`config.mk`:
```
export PLATFORM = sky130hd
export DESIGN_NAME = seven_segment_display_mux
export DESIGN_NICKNAME = d
export VERILOG_FILES = /design/src/rtl/core/ssdm_pkg.sv /design/src/rtl/core/seven_segment_display_mux.sv /design/src/rtl/core/ssdm_ctrl.sv /design/src/rtl/core/ssdm_dp.sv
export SDC_FILE = /design/constraint.sdc
export NUM_CORES = 1
export LEC_CHECK = 0
export BUFFER_PORTS_ARGS = -buffer_cell sky130_fd_sc_hd__buf_2
export CAP_MARGIN = 20
export CORE_UTILIZATION = 29
export DETAILED_ROUTE_END_ITERATION = 10
export PLACE_DENSITY = 0.45
export SLEW_MARGIN = 20
export SYNTH_ARGS = -nofsm -noshare
export SYNTH_HDL_FRONTEND = slang
export SYNTH_SLANG_ARGS = --single-unit
```
`constraint.sdc`:
```
create_clock -name clk_i -period 4.66 [get_ports clk_i]
set_clock_uncertainty 0.05 [all_clocks]
set_input_delay 0.699 -clock clk_i [delete_from_list [all_inputs] [get_ports clk_i]]
set_output_delay 0.699 -clock clk_i [all_outputs]
set_load 0.03 [all_outputs]
```
`src/rtl/core/ssdm_pkg.sv`:
```
// shared constants, types and the hex glyph table of the seven-segment display driver
package ssdm_pkg;

  localparam int DIGIT_COUNT = 4;
  localparam int IDX_W = (DIGIT_COUNT > 1) ? $clog2(DIGIT_COUNT) : 1;
  localparam int CUR_W = $clog2(DIGIT_COUNT + 1);

  localparam int ACTION_W = 3;
  localparam int DATA_W = 8;
  localparam int SEG_W = 8;
  localparam int EN_OUT_W = 4;
  localparam int CUR_OUT_W = 3;

  localparam logic [ACTION_W-1:0] ACT_CHAR = 3'd0;
  localparam logic [ACTION_W-1:0] ACT_HEX = 3'd1;
  localparam logic [ACTION_W-1:0] ACT_DEC = 3'd2;
  localparam logic [ACTION_W-1:0] ACT_DEC_BLANK = 3'd3;
  localparam logic [ACTION_W-1:0] ACT_HOME = 3'd4;
  localparam logic [ACTION_W-1:0] ACT_CLEAR = 3'd5;
  localparam logic [ACTION_W-1:0] ACT_TICK = 3'd6;

  localparam logic [DATA_W-1:0] CHAR_BLANK = 8'h20;
  localparam logic [DATA_W-1:0] CHAR_MINUS = 8'h2D;
  localparam logic [DATA_W-1:0] CHAR_POINT = 8'h2E;

  localparam logic [6:0] DEC_MAX = 7'd99;

  localparam logic [SEG_W-1:0] SEG_BLANK = 8'h00;
  localparam logic [SEG_W-1:0] SEG_G = 8'h40;
  localparam logic [SEG_W-1:0] SEG_DP = 8'h80;

  typedef struct packed {
    logic accept;
    logic second;
    logic load_out;
  } ssdm_cmd_t;

  function automatic logic [SEG_W-1:0] hex_glyph(input logic [3:0] nib);
    logic [SEG_W-1:0] g;
    case (nib)
      4'h0: g = 8'h3F;
      4'h1: g = 8'h06;
      4'h2: g = 8'h5B;
      4'h3: g = 8'h4F;
      4'h4: g = 8'h66;
      4'h5: g = 8'h6D;
      4'h6: g = 8'h7D;
      4'h7: g = 8'h07;
      4'h8: g = 8'h7F;
      4'h9: g = 8'h6F;
      4'hA: g = 8'h77;
      4'hB: g = 8'h7C;
      4'hC: g = 8'h39;
      4'hD: g = 8'h5E;
      4'hE: g = 8'h79;
      default: g = 8'h71;
    endcase
    return g;
  endfunction

endpackage

```
`src/rtl/core/seven_segment_display_mux.sv`:
```
// top level of the multiplexed seven-segment display driver
//
//  channel | handshake             | payload
//  --------+-----------------------+---------------------------------------------
//  in      | in_valid_i/in_ready_o | action_i[2:0], data_i[7:0]
//  out     | out_valid_o/out_ready_i | segments_o[7:0], digit_enables_o[3:0],
//          |                       | cursor_o[2:0], refreshed_o
//
// char, home, clear and tick items act on accept; hex and decimal items write
// two glyphs through the single store write port, the second one in ST_SECOND
// one result register sits on the output, so an item is accepted while the last
// result still waits; the item then holds until that register frees up
// reset clears the store and cursor, turns all digits off, empties the output
module seven_segment_display_mux (
  input  logic                            clk_i,
  input  logic                            rst_ni,
  input  logic                            in_valid_i,
  output logic                            in_ready_o,
  input  logic [ssdm_pkg::ACTION_W-1:0]   action_i,
  input  logic [ssdm_pkg::DATA_W-1:0]     data_i,
  output logic                            out_valid_o,
  input  logic                            out_ready_i,
  output logic [ssdm_pkg::SEG_W-1:0]      segments_o,
  output logic [ssdm_pkg::EN_OUT_W-1:0]   digit_enables_o,
  output logic [ssdm_pkg::CUR_OUT_W-1:0]  cursor_o,
  output logic                            refreshed_o
);
  import ssdm_pkg::*;

  ssdm_cmd_t cmd;

  ssdm_ctrl u_ctrl (
    .clk_i      (clk_i),
    .rst_ni     (rst_ni),
    .in_valid_i (in_valid_i),
    .action_i   (action_i),
    .in_ready_o (in_ready_o),
    .out_valid_o(out_valid_o),
    .out_ready_i(out_ready_i),
    .cmd_o      (cmd)
  );

  ssdm_dp u_dp (
    .clk_i          (clk_i),
    .rst_ni         (rst_ni),
    .cmd_i          (cmd),
    .action_i       (action_i),
    .data_i         (data_i),
    .segments_o     (segments_o),
    .digit_enables_o(digit_enables_o),
    .cursor_o       (cursor_o),
    .refreshed_o    (refreshed_o)
  );

  // second glyph write never overlaps a new item
  a_second_blocks_input: assert property (@(posedge clk_i) disable iff (!rst_ni)
    cmd.second |-> !in_ready_o)
    else $error("second glyph write while input open");

  // a waiting result is never overwritten
  a_no_result_overwrite: assert property (@(posedge clk_i) disable iff (!rst_ni)
    cmd.load_out |-> (!out_valid_o || out_ready_i))
    else $error("result register overwritten");

  // a result only appears after a load
  a_valid_from_load: assert property (@(posedge clk_i) disable iff (!rst_ni)
    $rose(out_valid_o) |-> $past(cmd.load_out))
    else $error("result valid without load");

endmodule

```
`src/rtl/core/ssdm_ctrl.sv`:
```
// control state machine: sequences one- and two-glyph items and the result register
module ssdm_ctrl (
  input  logic                            clk_i,
  input  logic                            rst_ni,
  input  logic                            in_valid_i,
  input  logic [ssdm_pkg::ACTION_W-1:0]   action_i,
  output logic                            in_ready_o,
  output logic                            out_valid_o,
  input  logic                            out_ready_i,
  output ssdm_pkg::ssdm_cmd_t             cmd_o
);
  import ssdm_pkg::*;

  localparam logic [1:0] ST_IDLE = 2'd0;
  localparam logic [1:0] ST_SECOND = 2'd1;
  localparam logic [1:0] ST_WAIT = 2'd2;

  logic [1:0] state_q, state_d;
  logic       out_valid_q, out_valid_d;
  logic       out_free;
  logic       two_step;

  assign out_free = !out_valid_q || out_ready_i;
  assign in_ready_o = (state_q == ST_IDLE);
  assign out_valid_o = out_valid_q;

  always_comb begin
    case (action_i) inside
      ACT_HEX, ACT_DEC, ACT_DEC_BLANK: two_step = 1'b1;
      default: two_step = 1'b0;
    endcase
  end

  always_comb begin
    state_d = state_q;
    cmd_o = '0;
    unique case (state_q)
      ST_IDLE: begin
        if (in_valid_i) begin
          cmd_o.accept = 1'b1;
          if (two_step) begin
            state_d = ST_SECOND;
          end else if (out_free) begin
            cmd_o.load_out = 1'b1;
          end else begin
            state_d = ST_WAIT;
          end
        end
      end
      ST_SECOND: begin
        cmd_o.second = 1'b1;
        if (out_free) begin
          cmd_o.load_out = 1'b1;
          state_d = ST_IDLE;
        end else begin
          state_d = ST_WAIT;
        end
      end
      ST_WAIT: begin
        if (out_free) begin
          cmd_o.load_out = 1'b1;
          state_d = ST_IDLE;
        end
      end
      default: begin
        state_d = ST_IDLE;
      end
    endcase
  end

  always_comb begin
    if (cmd_o.load_out) begin
      out_valid_d = 1'b1;
    end else if (out_ready_i) begin
      out_valid_d = 1'b0;
    end else begin
      out_valid_d = out_valid_q;
    end
  end

  always_ff @(posedge clk_i or negedge rst_ni) begin
    if (!rst_ni) begin
      state_q <= ST_IDLE;
      out_valid_q <= 1'b0;
    end else begin
      state_q <= state_d;
      out_valid_q <= out_valid_d;
    end
  end

endmodule

```
`src/rtl/core/ssdm_dp.sv`:
```
// datapath: glyph store, write cursor, scan position, output latches and result register
module ssdm_dp (
  input  logic                            clk_i,
  input  logic                            rst_ni,
  input  ssdm_pkg::ssdm_cmd_t             cmd_i,
  input  logic [ssdm_pkg::ACTION_W-1:0]   action_i,
  input  logic [ssdm_pkg::DATA_W-1:0]     data_i,
  output logic [ssdm_pkg::SEG_W-1:0]      segments_o,
  output logic [ssdm_pkg::EN_OUT_W-1:0]   digit_enables_o,
  output logic [ssdm_pkg::CUR_OUT_W-1:0]  cursor_o,
  output logic                            refreshed_o
);
  import ssdm_pkg::*;

  logic [SEG_W-1:0]       glyph_q [DIGIT_COUNT];
  logic [SEG_W-1:0]       glyph_d [DIGIT_COUNT];
  logic [CUR_W-1:0]       cur_q, cur_d;
  logic [IDX_W-1:0]       scan_q, scan_d;
  logic [SEG_W-1:0]       seg_q, seg_d;
  logic [DIGIT_COUNT-1:0] en_q, en_d;
  logic                   tick_q, tick_d;
  logic [SEG_W-1:0]       second_q, second_d;

  logic [SEG_W-1:0]       seg_out_q;
  logic [EN_OUT_W-1:0]    en_out_q;
  logic [CUR_OUT_W-1:0]   cur_out_q;
  logic                   ref_out_q;

  logic [IDX_W-1:0]       scan_nxt;
  logic [CUR_W-1:0]       cur_m1;
  logic                   wr_en;
  logic [SEG_W-1:0]       wr_glyph;
  logic [6:0]             dec_sat;
  logic [14:0]            tens_prod;
  logic [3:0]             tens;
  logic [3:0]             units;
  logic [SEG_W-1:0]       dec_first;
  logic [DIGIT_COUNT+EN_OUT_W-1:0] en_ext;
  logic [CUR_W+CUR_OUT_W-1:0]      cur_ext;

  // divide by ten via reciprocal, exact for values up to 99
  assign dec_sat = (data_i > DATA_W'(DEC_MAX)) ? DEC_MAX : data_i[6:0];
  assign tens_prod = 15'(dec_sat) * 15'd205;
  assign tens = tens_prod[14:11];
  assign units = 4'(dec_sat - 7'(tens) * 7'd10);
  assign dec_first = ((action_i == ACT_DEC_BLANK) && (dec_sat < 7'd10)) ?
                     SEG_BLANK : hex_glyph(tens);

  assign scan_nxt = (scan_q == IDX_W'(DIGIT_COUNT - 1)) ? '0 : scan_q + 1'b1;
  assign cur_m1 = cur_q - 1'b1;

  always_comb begin
    glyph_d = glyph_q;
    cur_d = cur_q;
    scan_d = scan_q;
    seg_d = seg_q;
    en_d = en_q;
    tick_d = tick_q;
    second_d = second_q;
    wr_en = 1'b0;
    wr_glyph = SEG_BLANK;
    if (cmd_i.accept) begin
      tick_d = 1'b0;
      unique case (action_i) inside
        ACT_CHAR: begin
          if (data_i == CHAR_BLANK) begin
            wr_en = 1'b1;
            wr_glyph = SEG_BLANK;
          end else if (data_i == CHAR_MINUS) begin
            wr_en = 1'b1;
            wr_glyph = SEG_G;
          end else if (data_i == CHAR_POINT) begin
            if (cur_q != '0) begin
              glyph_d[cur_m1[IDX_W-1:0]] = glyph_q[cur_m1[IDX_W-1:0]] | SEG_DP;
            end
          end else begin
            wr_en = 1'b1;
            wr_glyph = hex_glyph(data_i[3:0]);
          end
        end
        ACT_HEX: begin
          wr_en = 1'b1;
          wr_glyph = hex_glyph(data_i[7:4]);
          second_d = hex_glyph(data_i[3:0]);
        end
        ACT_DEC, ACT_DEC_BLANK: begin
          wr_en = 1'b1;
          wr_glyph = dec_first;
          second_d = hex_glyph(units);
        end
        ACT_HOME: begin
          cur_d = '0;
        end
        ACT_CLEAR: begin
          for (int i = 0; i < DIGIT_COUNT; i++) begin
            glyph_d[i] = SEG_BLANK;
          end
          cur_d = '0;
        end
        ACT_TICK: begin
          scan_d = scan_nxt;
          seg_d = glyph_q[scan_nxt];
          en_d = ~(DIGIT_COUNT'(1) << scan_nxt);
          tick_d = 1'b1;
        end
        default: begin
        end
      endcase
    end else if (cmd_i.second) begin
      wr_en = 1'b1;
      wr_glyph = second_q;
    end
    // writes past the last digit are dropped
    if (wr_en && (cur_q < CUR_W'(DIGIT_COUNT))) begin
      glyph_d[cur_q[IDX_W-1:0]] = wr_glyph;
      cur_d = cur_q + 1'b1;
    end
  end

  assign en_ext = (DIGIT_COUNT + EN_OUT_W)'(en_d);
  assign cur_ext = (CUR_W + CUR_OUT_W)'(cur_d);

  always_ff @(posedge clk_i or negedge rst_ni) begin
    if (!rst_ni) begin
      for (int i = 0; i < DIGIT_COUNT; i++) begin
        glyph_q[i] <= SEG_BLANK;
      end
      cur_q <= '0;
      scan_q <= '0;
      seg_q <= '0;
      en_q <= '1;
      tick_q <= 1'b0;
    end else begin
      glyph_q <= glyph_d;
      cur_q <= cur_d;
      scan_q <= scan_d;
      seg_q <= seg_d;
      en_q <= en_d;
      tick_q <= tick_d;
    end
  end

  always_ff @(posedge clk_i) begin
    second_q <= second_d;
    if (cmd_i.load_out) begin
      seg_out_q <= seg_d;
      en_out_q <= en_ext[EN_OUT_W-1:0];
      cur_out_q <= cur_ext[CUR_OUT_W-1:0];
      ref_out_q <= tick_d;
    end
  end

  assign segments_o = seg_out_q;
  assign digit_enables_o = en_out_q;
  assign cursor_o = cur_out_q;
  assign refreshed_o = ref_out_q;

endmodule
```
==> impl_metrics.csv <==
group,metric,value,unit
outcome,outcome,"finished, violations left",
outcome,violations,"negative setup slack",
yosys,synth_area,0.00618,mm2
sta,drv_slew,0,
grt,grt_pass1_vias,5406,
yosys,ys_types,68,
yosys,synthCells,662,
clocking,cts_tree,"built",
worst_setup_path,start_kind,"primary input",
yosys,synth_edf_count,23,
yosys,synth_area_leaders,"dfrtp_1 20%, ha_1 13%, edfxtp_1 11%",
worst_setup_path,end_kind,"register",
sta,rsz0062_at_grt,"yes",
floorplanning,die_y,148,um
worst_setup_path,cp-startpoint,"data_i[4]",
floorplanning,boundaryPins,33,
hold_path,hp-class,"primary input to asynchronous set/reset pin",
detailed_routing,via_per_inst,5.14,
grt,antenna_found_initial,0,
grt,grt.overflow.total,0,
grt,grt_first_pass_wirelength,27900,um
yosys,synth-xor-area-share,2.71,%
layout,multi_input_area,0.00442,mm2
power_and_ir_drop,switching_power,2.05,mW
layout,fin_util,39.4,%
detailed_routing,drc,0,
layout,drive_gt1_share,34.8,%
clocking,cts_buffer_depth,2,
yosys,yosys_warnings,0,
sta,maxSlewHeadroom,20.9,%
grt,track_usage,16.2,%
floorplanning,die_area,0.0219,mm2
yosys,yosys.area_share.simple,16.0,%
sta,period_share,125,%
detailed_routing,vias,5385,
yosys,netlist.top_cell.by_area,"dfrtp_1",
power_and_ir_drop,p_sw_share,41.7,%
worst_setup_path,critical_path.most_common_cell,"ha_4",
layout,areaGrowthSynthToFinish,33.7,%
layout,antenna_cells,0,
worst_setup_path,cp_data_arrival_time,5.85,ns
yosys,async_reset_ff_share,69.7,%
detailed_routing,wl_per_cell,16.7,um
floorplanning,core,0.0210,mm2
sta,worst_slew_pin_slew,1.19,ns
floorplanning,fp-row-count,53,
worst_setup_path,worstSetupPathType,"primary input to register",
yosys,syn_avg_cell_area,9.33,um2
yosys,synthMuxAreaShare,10.0,%
layout,layout.nets,854,
sta,period_minus_slack,5.82,ns
power_and_ir_drop,irDropWorstVdd,0.211,mV
clocking,clock-sinks,76,
clocking,clk_latency,0.34,ns
grt,grt_max_degree,37,
worst_setup_path,r2r-start,"u_ctrl.state_q[0]",
yosys,netlist.area_leader.share,19.8,%
sta,finalWorstSetupSlack,-1.16,ns
placed_design,port_buffers,32,
layout,layout_commonest_cell,"nand2_1",
worst_setup_path,cp.required,4.70,ns
power_and_ir_drop,power_frac_seq,23.3,%
power_and_ir_drop,combPwrFrac,61.5,%
clocking,cts_root_buf,"clkbuf_16",
detailed_routing,dr.pass1.iters,5,
run,maxCapViolations,0,
yosys,yosysSeqAreaShare,32.7,%
power_and_ir_drop,power_leakage,3.66,nW
detailed_routing,drt-total-wl,17500,um
yosys,ys_seq_elements,76,
sta,finalSetupTns,-29.65,ns
yosys,synth_top_family_by_area,"compound AO/OA/AOI/OAI gates",
yosys,synth_fa_ha_area_share,15.7,%
power_and_ir_drop,powerDensity,596,mW/mm2
yosys,synth_fp_nets,749,
clocking,postCtsHoldBufs,0,
layout,fillers,2108,
yosys,ys.flop_type,"dfrtp_1",
sta,finalHoldViolations,0,
yosys,synth_compound_area_share,17.7,%
layout,mostFrequentLayoutCells,"82 x nand2_1, 78 x buf_4, 49 x dfrtp_1",
detailed_routing,drt-initial-drc-count,305,
power_and_ir_drop,pwr-share-clk,15.2,%
worst_setup_path,worst-path-max-fanout,5,
worst_setup_path,slowest_stage,"fa_1",
worst_setup_path,max_stage_delay,0.52,ns
power_and_ir_drop,p_int,2.87,mW
layout,seq_area,0.00202,mm2
placed_design,hpwl,13200,um
floorplanning,die_w,148,um
clocking,clk_transition_reported_paths,0.06,ns
placed_design,place_congestion,0.853,
floorplanning,initial_core_util,29.5,%
detailed_routing,antenna_left,0,
sta,setup_violations,35,
clocking,numCtsBuffers,9,
clocking,htreeDepth,3,
sta,max_freq,172,MHz
==> metal layers <==
| metal | global-route usage [%] | up-vias | share of wire (%) |
|---|---|---|---|
| li1 | - | 2609 | - |
| met1 | 20.1 | 2660 | 45 |
| met2 | 29.2 | 97 | 51 |
| met3 | 2.10 | 19 | 2.8 |
| met4 | 4.69 | 0 | 1.3 |
| met5 | 0 | - | 0 |
==> synthesized netlist by cell type (all sizes together) (6+ instances only) <==
library cell  count
xor2              9
nor2             34
inv              44
mux2i            21
and2             11
edfxtp           23
a311oi            9
clkbuf           27
o211ai           11
fa                9
mux2              8
mux4             14
dfrtp            49
nand2            91
and3              6
ha               63
a31oi            16
buf               8
nor2b             9
a21oi            31
o21ai            51
or2               6
nand3            29
nor3              6
==> area by class of cell <==
cell class | instances | area share, %
multi-input combinational | 507 | 53.5
sequential | 76 | 24.5
timing repair buffer | 129 | 11.8
tap | 275 | 4.16
clock buffer | 11 | 2.82
inverter | 44 | 2.15
clock inverter | 5 | 1.03
==> final timing paths <==
path	endpoint	slack, ns	cells after the start
worst max-delay path	u_dp.second_q[6]	-1.16	27
max in group asynchronous	u_dp.glyph_q[4]	3.50	2
worst max register to register	u_dp.glyph_q[3]	1.55	10
worst min register to register	u_dp.seg_q[5]	0.42	2
min in group clk_i	u_dp.seg_q[5]	0.42	2
worst min-delay path	u_dp.tick_q	0.25	1
==> logic make-up (layout without fill, tap and decap cells) <==
group,after synthesis,count (layout)
DFF,76,76
xor gates and xnor gates,15,15
adders and majority gates,72,72
muxes,43,43
buffers and inverters,79,189
AOI/OAI and AO/OA,165,165
and+or+nand+nor,212,212
==> power by group through the flow <==
stage / registers (mW) / clock network (mW) / logic (mW)
global placement: 1.15 / 0 / 2.54
CTS: 1.15 / 0.764 / 2.84
finish: 1.15 / 0.748 / 3.03
detailed placement: 1.16 / 0 / 2.57
global route: 1.18 / 0.792 / 3.29
floorplan: 1.29 / 0 / 1.69
==> critical path: cells and delay by family <==
family | cells | cell delay [ns]
adder cells (fa/ha/maj) | 8 | 2.20
AO/OA/AOI/OAI | 6 | 1.32
buffers and inverters | 7 | 0.68
XOR/XNOR | 3 | 0.69
AND/OR/NAND/NOR | 3 | 0.26
==> state kept, by name, summed over array words and instances (netlist names) <==
name                  count
u_dp.glyph_q             32
u_dp.refreshed_o          1
u_ctrl.state_q            2
u_dp.seg_q                8
u_dp.digit_enables_o      4
u_dp.en_q                 4
u_dp.cursor_o             3
u_ctrl.out_valid_o        1
u_dp.second_q             7
u_dp.tick_q               1
u_dp.scan_q               2
u_dp.cur_q                3
u_dp.segments_o           8
==> timing repair <==
item / CTS / global route
pin swaps: 33 / 21
cloned: 2 / 0
gates resized for setup: 56 / 44
hold endpoints to repair: 0 / 0
endpoints found under the setup margin: 35 / 35
buffers inserted: 16 / 7
==> per-stage QoR <==
step / total power [mW] / area (um2) / worst slack [ns] / hold WS, ns / std cells
after floorplan: 2.99 / 6390 / -1.72 / 0.353 / 662
after global placement: 3.70 / 7280 / -1.69 / 0.402 / 1007
after detailed placement: 3.73 / 7280 / -1.78 / 0.411 / 1007
after CTS: 4.75 / 8010 / -1.26 / 0.250 / 1041
after global routing: 5.27 / 8260 / -1.41 / 0.268 / 1047
final: 4.93 / 8260 / -1.16 / 0.246 / 1047
No activity file was read; power rests on OpenSTA's default activity.
